<file path="src/rtl/spg_pkg.sv">
// ----------------------------------------------------------------------------
// spg_pkg
// Shared types and constants for the step/dir generator with homing.
// ----------------------------------------------------------------------------
`default_nettype none

package spg_pkg;

    // command codes carried in the op field
    localparam logic [1:0] OP_TICK  = 2'd0;
    localparam logic [1:0] OP_SPEED = 2'd1;
    localparam logic [1:0] OP_HOME  = 2'd2;
    localparam logic [1:0] OP_LIMIT = 2'd3;

    // register index (byte address bits [3:2])
    localparam logic [1:0] REG_LEAD  = 2'd0;
    localparam logic [1:0] REG_SPR   = 2'd1;
    localparam logic [1:0] REG_UPNEG = 2'd2;

    localparam int LEAD_W    = 17;
    localparam int SPR_W     = 16;
    localparam int SPEED_W   = 21;
    localparam int LOAD_W    = 24;
    localparam int POS_W     = 32;
    localparam int STEP_W    = 32;

    // shared multiplier operand widths
    localparam int MUL_A_W   = 32;
    localparam int MUL_B_W   = 26;
    localparam int MUL_P_W   = MUL_A_W + MUL_B_W;
    // steps_per_rev * |speed|
    localparam int SPD_DEN_W = SPR_W + SPEED_W;

    // divider quotient and iteration count
    localparam int QUOT_W    = 32;
    localparam int QBITS_W   = 6;
    localparam int POS_QBITS = 32;

    localparam logic signed [POS_W-1:0] POS_MAX = 32'sh7FFF_FFFF;
    localparam logic signed [POS_W-1:0] POS_MIN = 32'sh8000_0000;

    typedef struct packed {
        logic               start;
        logic [QBITS_W-1:0] qbits;
    } div_ctl_t;

    typedef struct packed {
        logic done;
        logic ovf;
    } div_sts_t;

endpackage

`default_nettype wire

</file>
<file path="src/rtl/spg_div.sv">
// ----------------------------------------------------------------------------
// spg_div
// Shift-subtract divider, one quotient bit per cycle, with overflow check.
// ----------------------------------------------------------------------------
`default_nettype none

module spg_div
    import spg_pkg::*;
#(
    parameter int W = 69
) (
    input  wire logic              aclk,
    input  wire logic              aresetn,
    input  wire div_ctl_t          ctl,
    input  wire logic [W-1:0]      num,
    input  wire logic [W-1:0]      den,
    output div_sts_t               sts,
    output logic [QUOT_W-1:0]      quot
);

    localparam logic [1:0] D_IDLE  = 2'd0;
    localparam logic [1:0] D_CHECK = 2'd1;
    localparam logic [1:0] D_ITER  = 2'd2;

    logic [1:0]         state_reg, state_next;
    logic [W-1:0]       rem_reg, rem_next;
    logic [W-1:0]       dsh_reg, dsh_next;
    logic [QUOT_W-1:0]  quot_reg, quot_next;
    logic [QBITS_W-1:0] cnt_reg, cnt_next;
    logic               ovf_reg, ovf_next;
    logic               done_reg, done_next;
    logic               ge;
    logic [W-1:0]       diff;

    assign ge   = rem_reg >= dsh_reg;
    assign diff = rem_reg - dsh_reg;

    always_comb begin
        state_next = state_reg;
        rem_next   = rem_reg;
        dsh_next   = dsh_reg;
        quot_next  = quot_reg;
        cnt_next   = cnt_reg;
        ovf_next   = ovf_reg;
        done_next  = 1'b0;
        case (state_reg)
            D_IDLE: begin
                if (ctl.start) begin
                    rem_next   = num;
                    dsh_next   = den << ctl.qbits;
                    quot_next  = '0;
                    cnt_next   = ctl.qbits;
                    state_next = D_CHECK;
                end
            end
            D_CHECK: begin
                // quotient does not fit in qbits: report and stop
                if (ge) begin
                    ovf_next   = 1'b1;
                    done_next  = 1'b1;
                    state_next = D_IDLE;
                end else begin
                    ovf_next   = 1'b0;
                    dsh_next   = dsh_reg >> 1;
                    state_next = D_ITER;
                end
            end
            D_ITER: begin
                quot_next = {quot_reg[QUOT_W-2:0], ge};
                if (ge) begin
                    rem_next = diff;
                end
                dsh_next = dsh_reg >> 1;
                cnt_next = cnt_reg - QBITS_W'(1);
                if (cnt_reg == QBITS_W'(1)) begin
                    done_next  = 1'b1;
                    state_next = D_IDLE;
                end
            end
            default: begin
                state_next = D_IDLE;
            end
        endcase
    end

    always_ff @(posedge aclk) begin
        if (!aresetn) begin
            state_reg <= D_IDLE;
            done_reg  <= 1'b0;
        end else begin
            state_reg <= state_next;
            done_reg  <= done_next;
        end
    end

    always_ff @(posedge aclk) begin
        rem_reg  <= rem_next;
        dsh_reg  <= dsh_next;
        quot_reg <= quot_next;
        cnt_reg  <= cnt_next;
        ovf_reg  <= ovf_next;
    end

    assign sts.done = done_reg;
    assign sts.ovf  = ovf_reg;
    assign quot     = quot_reg;

endmodule

`default_nettype wire

</file>
<file path="src/rtl/stepper_pulse_generator_homing_top.sv">
// ----------------------------------------------------------------------------
// stepper_pulse_generator_homing_top
// Step/dir generator for a lead-screw stepper with position limit and homing.
// ----------------------------------------------------------------------------
// Usage:
//  - Input channel (s_*): one word per timer tick or command. op selects
//    tick, set speed, start homing or set position limit. Ticks advance the
//    step timer; commands act at once.
//  - Result channel (m_*): exactly one word per input word, showing the pin
//    levels, run flag, step count and position after that word.
//  - APB port: lead_um (0x0), steps_per_rev (0x4), up_is_negative (0x8).
//    Write only while the block is idle. pready is tied high.
//  - Sequencing: a tick that needs no new position goes through EXEC,
//    POS_CHK and FINAL; a new word is taken only after FINAL. A running
//    speed command adds SPD_DEN, SPD_NUM and a PERIOD_WIDTH-bit divide. A word
//    that moves the step count, or follows a lead or steps_per_rev write, adds
//    the position divide (32 quotient bits) on the shared shift-subtract divider.
//  - s_ready is high only while the sequencer is idle. A finished result
//    waits in the output register, so a stalled m_ready holds the block in
//    its last step until the slot frees; no word is dropped.
//  - Reset (aresetn low, synchronous) restores the register defaults, stops
//    the motor and clears all counters.
// ----------------------------------------------------------------------------
`default_nettype none

module stepper_pulse_generator_homing_top
    import spg_pkg::*;
#(
    parameter int TICKS_PER_MS = 250,
    parameter int PERIOD_WIDTH = 16
) (
    input  wire logic                      aclk,
    input  wire logic                      aresetn,

    input  wire logic                      s_valid,
    output logic                           s_ready,
    input  wire logic [1:0]                s_op,
    input  wire logic signed [SPEED_W-1:0] s_speed_um_s,
    input  wire logic signed [LOAD_W-1:0]  s_load_threshold,
    input  wire logic signed [POS_W-1:0]   s_target_position_um,
    input  wire logic                      s_limit_enable,
    input  wire logic signed [LOAD_W-1:0]  s_load_sample,

    output logic                           m_valid,
    input  wire logic                      m_ready,
    output logic                           m_step_pulse,
    output logic                           m_direction,
    output logic                           m_running,
    output logic signed [STEP_W-1:0]       m_step_count,
    output logic signed [POS_W-1:0]        m_position_um,
    output logic                           m_homing_done,
    output logic                           m_limit_stop,

    input  wire logic                      psel,
    input  wire logic                      penable,
    input  wire logic                      pwrite,
    input  wire logic [3:0]                paddr,
    input  wire logic [31:0]               pwdata,
    output logic [31:0]                    prdata,
    output logic                           pready
);

    // half-period numerator constant: ticks per second / 2
    localparam int HALF_K = 1000 * TICKS_PER_MS / 2;
    // divider width: holds den << PERIOD_WIDTH and any product
    localparam int DIV_W  = (SPD_DEN_W + PERIOD_WIDTH > MUL_P_W) ?
                            (SPD_DEN_W + PERIOD_WIDTH) : MUL_P_W;
    localparam logic [PERIOD_WIDTH-1:0] PMAX = {PERIOD_WIDTH{1'b1}};

    localparam logic [3:0] S_IDLE     = 4'd0;
    localparam logic [3:0] S_EXEC     = 4'd1;
    localparam logic [3:0] S_SPD_DEN  = 4'd2;
    localparam logic [3:0] S_SPD_NUM  = 4'd3;
    localparam logic [3:0] S_SPD_DIV  = 4'd4;
    localparam logic [3:0] S_SPD_WAIT = 4'd5;
    localparam logic [3:0] S_POS_CHK  = 4'd6;
    localparam logic [3:0] S_POS_MUL  = 4'd7;
    localparam logic [3:0] S_POS_DIV  = 4'd8;
    localparam logic [3:0] S_POS_WAIT = 4'd9;
    localparam logic [3:0] S_FINAL    = 4'd10;

    // ---- control / state registers
    logic [3:0]               state_reg, state_next;
    logic [LEAD_W-1:0]        lead_reg, lead_next;
    logic [SPR_W-1:0]         spr_reg, spr_next;
    logic                     upneg_reg, upneg_next;
    logic                     run_reg, run_next;
    logic                     pulse_reg, pulse_next;
    logic                     dir_reg, dir_next;
    logic [PERIOD_WIDTH-1:0]  tick_reg, tick_next;
    logic [PERIOD_WIDTH-1:0]  hp_reg, hp_next;
    logic [STEP_W-1:0]        steps_reg, steps_next;
    logic                     lim_armed_reg, lim_armed_next;
    logic signed [POS_W-1:0]  lim_target_reg, lim_target_next;
    logic                     hom_reg, hom_next;
    logic signed [LOAD_W-1:0] home_load_reg, home_load_next;
    logic signed [POS_W-1:0]  pos_reg, pos_next;
    logic                     pos_ok_reg, pos_ok_next;
    logic                     match_reg, match_next;
    logic                     m_valid_reg, m_valid_next;

    // ---- payload registers (no reset)
    logic [1:0]               op_reg, op_next;
    logic [SPEED_W-1:0]       spd_reg, spd_next;
    logic signed [LOAD_W-1:0] thr_reg, thr_next;
    logic signed [POS_W-1:0]  tgt_reg, tgt_next;
    logic                     len_reg, len_next;
    logic signed [LOAD_W-1:0] ld_reg, ld_next;
    logic [MUL_P_W-1:0]       mul_reg, mul_next;
    logic [SPD_DEN_W-1:0]     den_reg, den_next;
    logic                     dpend_reg, dpend_next;

    logic                     o_pulse_reg, o_pulse_next;
    logic                     o_dir_reg, o_dir_next;
    logic                     o_run_reg, o_run_next;
    logic [STEP_W-1:0]        o_steps_reg, o_steps_next;
    logic signed [POS_W-1:0]  o_pos_reg, o_pos_next;
    logic                     o_hdone_reg, o_hdone_next;
    logic                     o_lstop_reg, o_lstop_next;

    // ---- datapath helpers
    logic                     cfg_wr;
    logic                     accept;
    logic [SPEED_W-1:0]       spd_mag;
    logic [STEP_W-1:0]        steps_abs;
    logic [PERIOD_WIDTH-1:0]  tick_inc;
    logic [MUL_A_W-1:0]       mul_a;
    logic [MUL_B_W-1:0]       mul_b;
    logic [MUL_P_W-1:0]       mul_prod;
    logic                     out_free;

    div_ctl_t                 div_ctl;
    div_sts_t                 div_sts;
    logic [DIV_W-1:0]         div_num;
    logic [DIV_W-1:0]         div_den;
    logic [QUOT_W-1:0]        div_quot;

    assign cfg_wr    = psel && penable && pwrite;
    assign accept    = s_valid && s_ready;
    assign s_ready   = (state_reg == S_IDLE);
    assign pready    = 1'b1;
    assign out_free  = !m_valid_reg || m_ready;
    assign spd_mag   = spd_reg[SPEED_W-1] ? (~spd_reg + SPEED_W'(1)) : spd_reg;
    assign steps_abs = steps_reg[STEP_W-1] ? (~steps_reg + STEP_W'(1)) : steps_reg;
    assign tick_inc  = tick_reg + PERIOD_WIDTH'(1);

    // shared multiplier, operands picked by the sequencer step
    always_comb begin
        case (state_reg)
            S_SPD_DEN: begin
                mul_a = MUL_A_W'(spr_reg);
                mul_b = MUL_B_W'(spd_mag);
            end
            S_SPD_NUM: begin
                mul_a = MUL_A_W'(lead_reg);
                mul_b = MUL_B_W'(HALF_K);
            end
            default: begin
                mul_a = steps_abs;
                mul_b = MUL_B_W'(lead_reg);
            end
        endcase
    end

    assign mul_prod = mul_a * mul_b;

    // shared divider
    assign div_ctl.start = (state_reg == S_SPD_DIV) || (state_reg == S_POS_DIV);
    assign div_ctl.qbits = (state_reg == S_SPD_DIV) ? QBITS_W'(PERIOD_WIDTH)
                                                     : QBITS_W'(POS_QBITS);
    assign div_num       = DIV_W'(mul_reg);
    assign div_den       = (state_reg == S_SPD_DIV) ? DIV_W'(den_reg) : DIV_W'(spr_reg);

    spg_div #(
        .W (DIV_W)
    ) u_div (
        .aclk    (aclk),
        .aresetn (aresetn),
        .ctl     (div_ctl),
        .num     (div_num),
        .den     (div_den),
        .sts     (div_sts),
        .quot    (div_quot)
    );

    // ---- sequencer
    always_comb begin
        state_next      = state_reg;
        lead_next       = lead_reg;
        spr_next        = spr_reg;
        upneg_next      = upneg_reg;
        run_next        = run_reg;
        pulse_next      = pulse_reg;
        dir_next        = dir_reg;
        tick_next       = tick_reg;
        hp_next         = hp_reg;
        steps_next      = steps_reg;
        lim_armed_next  = lim_armed_reg;
        lim_target_next = lim_target_reg;
        hom_next        = hom_reg;
        home_load_next  = home_load_reg;
        pos_next        = pos_reg;
        pos_ok_next     = pos_ok_reg;
        match_next      = match_reg;
        m_valid_next    = m_valid_reg && !m_ready;

        op_next    = op_reg;
        spd_next   = spd_reg;
        thr_next   = thr_reg;
        tgt_next   = tgt_reg;
        len_next   = len_reg;
        ld_next    = ld_reg;
        mul_next   = mul_reg;
        den_next   = den_reg;
        dpend_next = dpend_reg;

        o_pulse_next = o_pulse_reg;
        o_dir_next   = o_dir_reg;
        o_run_next   = o_run_reg;
        o_steps_next = o_steps_reg;
        o_pos_next   = o_pos_reg;
        o_hdone_next = o_hdone_reg;
        o_lstop_next = o_lstop_reg;

        // register writes; a lead or steps_per_rev change makes the cached position stale
        if (cfg_wr) begin
            case (paddr[3:2])
                REG_LEAD: begin
                    lead_next   = pwdata[LEAD_W-1:0];
                    pos_ok_next = 1'b0;
                end
                REG_SPR: begin
                    spr_next    = pwdata[SPR_W-1:0];
                    pos_ok_next = 1'b0;
                end
                REG_UPNEG: begin
                    upneg_next  = pwdata[0];
                end
                default: begin
                end
            endcase
        end

        case (state_reg)
            S_IDLE: begin
                if (accept) begin
                    op_next    = s_op;
                    spd_next   = s_speed_um_s;
                    thr_next   = s_load_threshold;
                    tgt_next   = s_target_position_um;
                    len_next   = s_limit_enable;
                    ld_next    = s_load_sample;
                    match_next = 1'b0;
                    state_next = S_EXEC;
                end
            end

            S_EXEC: begin
                state_next = S_POS_CHK;
                case (op_reg)
                    OP_TICK: begin
                        if (run_reg) begin
                            if (tick_inc >= hp_reg) begin
                                // compare match: toggle, count on falling edge
                                tick_next  = '0;
                                pulse_next = !pulse_reg;
                                match_next = 1'b1;
                                if (pulse_reg) begin
                                    steps_next  = (dir_reg ^ upneg_reg) ?
                                                  (steps_reg - STEP_W'(1)) :
                                                  (steps_reg + STEP_W'(1));
                                    pos_ok_next = 1'b0;
                                end
                            end else begin
                                tick_next = tick_inc;
                            end
                        end
                    end
                    OP_SPEED, OP_HOME: begin
                        if (op_reg == OP_HOME) begin
                            hom_next       = 1'b1;
                            home_load_next = thr_reg;
                        end
                        dpend_next = (op_reg == OP_HOME) ? !upneg_reg : spd_reg[SPEED_W-1];
                        if (spd_mag <= SPEED_W'(1)) begin
                            run_next   = 1'b0;
                            pulse_next = 1'b0;
                        end else begin
                            state_next = S_SPD_DEN;
                        end
                    end
                    OP_LIMIT: begin
                        lim_armed_next  = len_reg;
                        lim_target_next = tgt_reg;
                    end
                    default: begin
                    end
                endcase
            end

            S_SPD_DEN: begin
                mul_next   = mul_prod;
                state_next = S_SPD_NUM;
            end

            S_SPD_NUM: begin
                den_next   = mul_reg[SPD_DEN_W-1:0];
                mul_next   = mul_prod;
                state_next = S_SPD_DIV;
            end

            S_SPD_DIV: begin
                state_next = S_SPD_WAIT;
            end

            S_SPD_WAIT: begin
                if (div_sts.done) begin
                    // overflow also covers a zero denominator
                    if (div_sts.ovf) begin
                        hp_next = PMAX;
                    end else if (div_quot == '0) begin
                        hp_next = PERIOD_WIDTH'(1);
                    end else begin
                        hp_next = div_quot[PERIOD_WIDTH-1:0];
                    end
                    tick_next  = hp_next - PERIOD_WIDTH'(1);
                    dir_next   = dpend_reg;
                    run_next   = 1'b1;
                    state_next = S_POS_CHK;
                end
            end

            S_POS_CHK: begin
                if (pos_ok_reg) begin
                    state_next = S_FINAL;
                end else if (spr_reg == '0 || steps_reg == '0) begin
                    pos_next    = '0;
                    pos_ok_next = 1'b1;
                    state_next  = S_FINAL;
                end else begin
                    state_next = S_POS_MUL;
                end
            end

            S_POS_MUL: begin
                mul_next   = mul_prod;
                state_next = S_POS_DIV;
            end

            S_POS_DIV: begin
                state_next = S_POS_WAIT;
            end

            S_POS_WAIT: begin
                if (div_sts.done) begin
                    // truncate toward zero, clamp to 32-bit signed
                    if (steps_reg[STEP_W-1]) begin
                        if (div_sts.ovf || div_quot[QUOT_W-1]) begin
                            pos_next = POS_MIN;
                        end else begin
                            pos_next = -$signed(div_quot);
                        end
                    end else begin
                        if (div_sts.ovf || div_quot[QUOT_W-1]) begin
                            pos_next = POS_MAX;
                        end else begin
                            pos_next = $signed(div_quot);
                        end
                    end
                    pos_ok_next = 1'b1;
                    state_next  = S_FINAL;
                end
            end

            S_FINAL: begin
                if (out_free) begin
                    o_lstop_next = 1'b0;
                    o_hdone_next = 1'b0;
                    if (match_reg) begin
                        if (lim_armed_reg &&
                            (($signed(pos_reg) > $signed(lim_target_reg)) != dir_reg)) begin
                            run_next       = 1'b0;
                            pulse_next     = 1'b0;
                            lim_armed_next = 1'b0;
                            o_lstop_next   = 1'b1;
                        end
                        if (hom_reg && ($signed(ld_reg) >= $signed(home_load_reg))) begin
                            run_next     = 1'b0;
                            pulse_next   = 1'b0;
                            steps_next   = '0;
                            pos_next     = '0;
                            pos_ok_next  = 1'b1;
                            hom_next     = 1'b0;
                            o_hdone_next = 1'b1;
                        end
                    end
                    o_pulse_next = pulse_next;
                    o_dir_next   = dir_reg;
                    o_run_next   = run_next;
                    o_steps_next = steps_next;
                    o_pos_next   = pos_next;
                    m_valid_next = 1'b1;
                    state_next   = S_IDLE;
                end
            end

            default: begin
                state_next = S_IDLE;
            end
        endcase
    end

    always_ff @(posedge aclk) begin
        if (!aresetn) begin
            state_reg      <= S_IDLE;
            lead_reg       <= LEAD_W'(5000);
            spr_reg        <= SPR_W'(200);
            upneg_reg      <= 1'b0;
            run_reg        <= 1'b0;
            pulse_reg      <= 1'b0;
            dir_reg        <= 1'b0;
            tick_reg       <= '0;
            hp_reg         <= '0;
            steps_reg      <= '0;
            lim_armed_reg  <= 1'b0;
            lim_target_reg <= '0;
            hom_reg        <= 1'b0;
            home_load_reg  <= '0;
            pos_reg        <= '0;
            pos_ok_reg     <= 1'b1;
            match_reg      <= 1'b0;
            m_valid_reg    <= 1'b0;
        end else begin
            state_reg      <= state_next;
            lead_reg       <= lead_next;
            spr_reg        <= spr_next;
            upneg_reg      <= upneg_next;
            run_reg        <= run_next;
            pulse_reg      <= pulse_next;
            dir_reg        <= dir_next;
            tick_reg       <= tick_next;
            hp_reg         <= hp_next;
            steps_reg      <= steps_next;
            lim_armed_reg  <= lim_armed_next;
            lim_target_reg <= lim_target_next;
            hom_reg        <= hom_next;
            home_load_reg  <= home_load_next;
            pos_reg        <= pos_next;
            pos_ok_reg     <= pos_ok_next;
            match_reg      <= match_next;
            m_valid_reg    <= m_valid_next;
        end
    end

    always_ff @(posedge aclk) begin
        op_reg      <= op_next;
        spd_reg     <= spd_next;
        thr_reg     <= thr_next;
        tgt_reg     <= tgt_next;
        len_reg     <= len_next;
        ld_reg      <= ld_next;
        mul_reg     <= mul_next;
        den_reg     <= den_next;
        dpend_reg   <= dpend_next;
        o_pulse_reg <= o_pulse_next;
        o_dir_reg   <= o_dir_next;
        o_run_reg   <= o_run_next;
        o_steps_reg <= o_steps_next;
        o_pos_reg   <= o_pos_next;
        o_hdone_reg <= o_hdone_next;
        o_lstop_reg <= o_lstop_next;
    end

    // ---- register read-back
    always_comb begin
        case (paddr[3:2])
            REG_LEAD:  prdata = 32'(lead_reg);
            REG_SPR:   prdata = 32'(spr_reg);
            REG_UPNEG: prdata = 32'(upneg_reg);
            default:   prdata = '0;
        endcase
    end

    assign m_valid       = m_valid_reg;
    assign m_step_pulse  = o_pulse_reg;
    assign m_direction   = o_dir_reg;
    assign m_running     = o_run_reg;
    assign m_step_count  = o_steps_reg;
    assign m_position_um = o_pos_reg;
    assign m_homing_done = o_hdone_reg;
    assign m_limit_stop  = o_lstop_reg;

endmodule

`default_nettype wire

</file>
<file path="config.mk">
export PLATFORM = sky130hd
export DESIGN_NAME = stepper_pulse_generator_homing_top
export DESIGN_NICKNAME = d
export VERILOG_FILES = /design/src/rtl/spg_pkg.sv /design/src/rtl/spg_div.sv /design/src/rtl/stepper_pulse_generator_homing_top.sv
export SDC_FILE = /design/constraint.sdc
export NUM_CORES = 2
export LEC_CHECK = 0
export BUFFER_PORTS_ARGS = -buffer_cell sky130_fd_sc_hd__buf_2
export CAP_MARGIN = 30
export CORE_MARGIN = 3
export CORE_UTILIZATION = 31
export DETAILED_ROUTE_END_ITERATION = 12
export PLACE_DENSITY = 0.49
export SLEW_MARGIN = 20
export SYNTH_ARGS = -nofsm -noshare
export SYNTH_HDL_FRONTEND = slang
export SYNTH_SLANG_ARGS = --single-unit
</file>
<file path="constraint.sdc">
create_clock -name aclk -period 9.07 [get_ports aclk]
set_input_delay 1.814 -clock aclk [delete_from_list [all_inputs] [get_ports aclk]]
set_output_delay 1.814 -clock aclk [all_outputs]
set_load 0.03 [all_outputs]
</file>
==> key figures <==
Die
  • Chip Width: 421 um
  • Top Ports: between 200 and 300
  • Initial core utilization: 31.4%
  • Die area: 0.178 sq mm
  • Core area: about 0.17 sq mm
  • # rows: 151
  • Die H: 421 um

Worst setup path
  • CP required: 9.56 ns
  • Capturing point of the worst reg2reg path: div_num[42]
  • R2R Setup Slk: 0.007 ns
  • Slowest stage cell, crit path: fa_2
  • CP startpoint kind: flip-flop
  • Reg-to-reg startpoint: steps_reg[9]
  • R2R depth: 31
  • Critical setup path kind: flip-flop to flip-flop
  • Critical Path End Type: flip-flop
  • Largest stage delay, worst path: 0.57 ns
  • Crit path max fanout: 4
  • Crit path DAT: around 9.6 ns

Worst hold path
  • Min-delay worst type: flip-flop to flip-flop
  • Hold Path Origin: home_load_reg[18]
  • Hold Path Sink: home_load_reg[18]
  • Cells on Worst Hold Path: 2

Routing
  • Pre-Repair DR Iteration Count: 8
  • Vias: roughly 40k
  • Starting DRC count in detailed routing: 2529
  • Residual DRC: 0
  • Post-DR wirelength/cell: ~19 um
  • Vias per cell: 4.86
  • Total wire length: 158000 um
  • DRT antenna net count: 0

STA
  • Unrepaired setup endpoints after global routing: yes
  • Layout Skew: 0.0572 ns
  • Fmax: 110 MHz
  • Endpoints failing setup: 0
  • Final Hold Vio Count: 0
  • Hold slack final: 0.454 ns
  • Actual slew at the worst max-slew pin: 1.01 ns
  • Fin. max-slew vios: 0
  • Fin crit period: roughly 9.1 ns
  • Period utilization: between 90% and 100%
  • Final TNS setup: 0 ns
  • Slew HR: 32.2%

CTS
  • Clock Latency Late Sink: 0.69 ns
  • Clock-pin slew on the worst setup and hold paths: around 0.060 ns
  • Num CTS Buffers: 72
  • CTS tree: yes
  • Clk Tree Root Cell: clkbuf_16
  • Htree depth: 3
  • Clock buffer depth: 3
  • Clock Sinks: 623

Yosys
  • Yosys reg bits: 623
  • Netlist cell types: 85
  • Syn Area/Cell: 9.51 sq um
  • Fraction of registers with async set or reset after synthesis: 0%
  • Most numerous cell in the Yosys netlist: nand2_1
  • Commonest cells in the netlist: nand2_1 (781), inv_1 (722), fa_1 (571)
  • Sequential fraction of the synthesis area: 31.2%
  • Post-synthesis cell count: 5622
  • Post-synth top area share: 23.7%
  • Synth area leader: edfxtp_1
  • Commonest register cell after synthesis: edfxtp_1
  • Post-Syn Area: 0.0535 sq mm
  • Ranking of synthesized cells by area: edfxtp_1 (24%), fa_1 (21%), ha_1 (8.1%), dfxtp_1 (7.5%), nand2_1 (5.5%)
  • Post-synth EDFFs: 422
  • Ys Warns: 0

Placement
  • Port bufs: 217
  • RePlAce Congestion: 0.868
  • Hpwl dp: 128000 um
  • Placed Area: 0.0590 sq mm

Final layout
  • FILL cells: 17.6k
  • Area Overhead vs Synth: 16.2%
  • Design Area, Final: 0.0621 sq mm
  • Area of the multi-input gates: 0.0337 sq mm
  • Share of cells above drive strength 1: 13.8%
  • Nets: between 7k and 8k
  • Fin util: a little over a third
  • Reg area: about 0.017 sq mm

Power
  • Net switching power: 5.26 mW
  • Switching share of power: 40.1%
  • PwrDens: between 200 and 250 mW/mm^2
  • Power share of the sequential group: 31.0%
  • Clk pwr share: between 20% and 30%
  • Total power: approximately 13 mW
  • LEAKAGE: roughly 27 nW
  • Peak supply drop: 150 uV
  • Combinational Power Share: 46.1%
  • Pint: 7.86 mW

Status
  • Status: finished clean

Global route
  • Gr ovfl total: 0
  • First-pass GRT wire length: between 200000 and 250000 um
  • Number of global-route vias before repair: around 42k
  • Initial antenna violation count: 10
  • Pin count of the biggest net entering global routing: 96
  • Total GRT Usage: 17.8%

Job
  • Number of max-cap violations: 0
==> power groups by stage <==
stage	Clock (mW)	Combinational, mW	Sequential [mW]
global placement	0	5.90	4.12
detailed placement	0	5.92	4.13
floorplan	0	4.25	3.97
global route	3.21	6.82	4.14
CTS	3.09	5.98	4.08
finish	3.00	6.05	4.07
==> final cells by class <==
type	instances	area share, %
repair buffers	528	5.88
flip-flops and latches	623	26.9
well taps	2295	4.62
clock buffers	93	3.08
clock inverters	39	0.878
multi-input cells	4070	54.3
inverters	725	4.38
diodes	7	0.0282
==> critical path: cells and delay by family, from the launching register on <==
family | cells | cell delay (ns)
buffers and inverters | 4 | 0.31
adders and majority gates | 8 | 3.66
DFF | 1 | 0.32
AOI/OAI and AO/OA | 7 | 1.21
and+or+nand+nor | 11 | 3.14
xor gates and xnor gates | 1 | 0.24
==> routing by layer <==
layer  wire length [um]  vias up  track usage, %  part of all wire [%]
li1                   -    19300               -                     -
met1              68700    20300            23.0                    43
met2              76000      789            29.8                    48
met3               7520      229            2.78                   4.7
met4               6270        2            6.93                   4.0
met5                 13        -               0                0.0082
==> cells in the final DEF (no fill, tap or decap), types with 38 or more instances in the layout <==
master     count
a22o_1        38
ha_1         341
nor2_1       479
fa_1         564
buf_4        283
a21o_1       101
a21oi_1      250
o21a_1        45
nand2_1      773
xnor2_1      111
inv_1        714
mux2_2        60
clkbuf_16     72
nand3_1       75
mux2i_1       52
xor2_1        97
o21ai_0      196
edfxtp_1     422
buf_2        218
dfxtp_1      199
conb_1        82
and2_1       139
nor3_1        78
==> stage by stage <==
step,setup slack (ns),std cells
6_report,0.00682,8380
5_1_grt,-0.309,8379
4_1_cts,-0.0809,8360
3_5_place_dp,-0.326,8221
3_3_place_gp,-0.333,8217
2_1_floorplan,0.00225,5702
==> worst max-delay path by stage <==
| stage | startpoint | cells past startpoint | to | slack [ns] |
|---|---|---|---|---|
| after global routing | steps_reg[9] | 31 | div_num[42] | -0.31 |
| after floorplan | steps_reg[6] | 28 | div_num[42] | 0.002 |
| after global placement | steps_reg[6] | 31 | div_num[42] | -0.33 |
| after CTS | steps_reg[9] | 29 | div_num[42] | -0.08 |
| final | steps_reg[9] | 31 | div_num[42] | 0.007 |
| after detailed placement | steps_reg[6] | 31 | div_num[42] | -0.33 |
==> timing repair <==
action | 4_1_cts | 5_1_grt
endpoints found under the setup margin | 11 | 17
buffers inserted | 7 | 9
hold buffers | 0 | 0
gates resized for setup | 34 | 82
pin swaps | 17 | 32
==> logic make-up after synthesis <==
logic type      Yosys count  synth area share, %
flops                   623                 31.2
simple gates           1808                 15.1
xor+xnor                216                 3.54
other cells               2               0.0140
mux                     112                 2.24
compound gates          933                 11.1
fa+ha+maj               919                 29.5
buf+inv                1009                 7.30
Note: power is estimated with default switching activity, not from simulation.
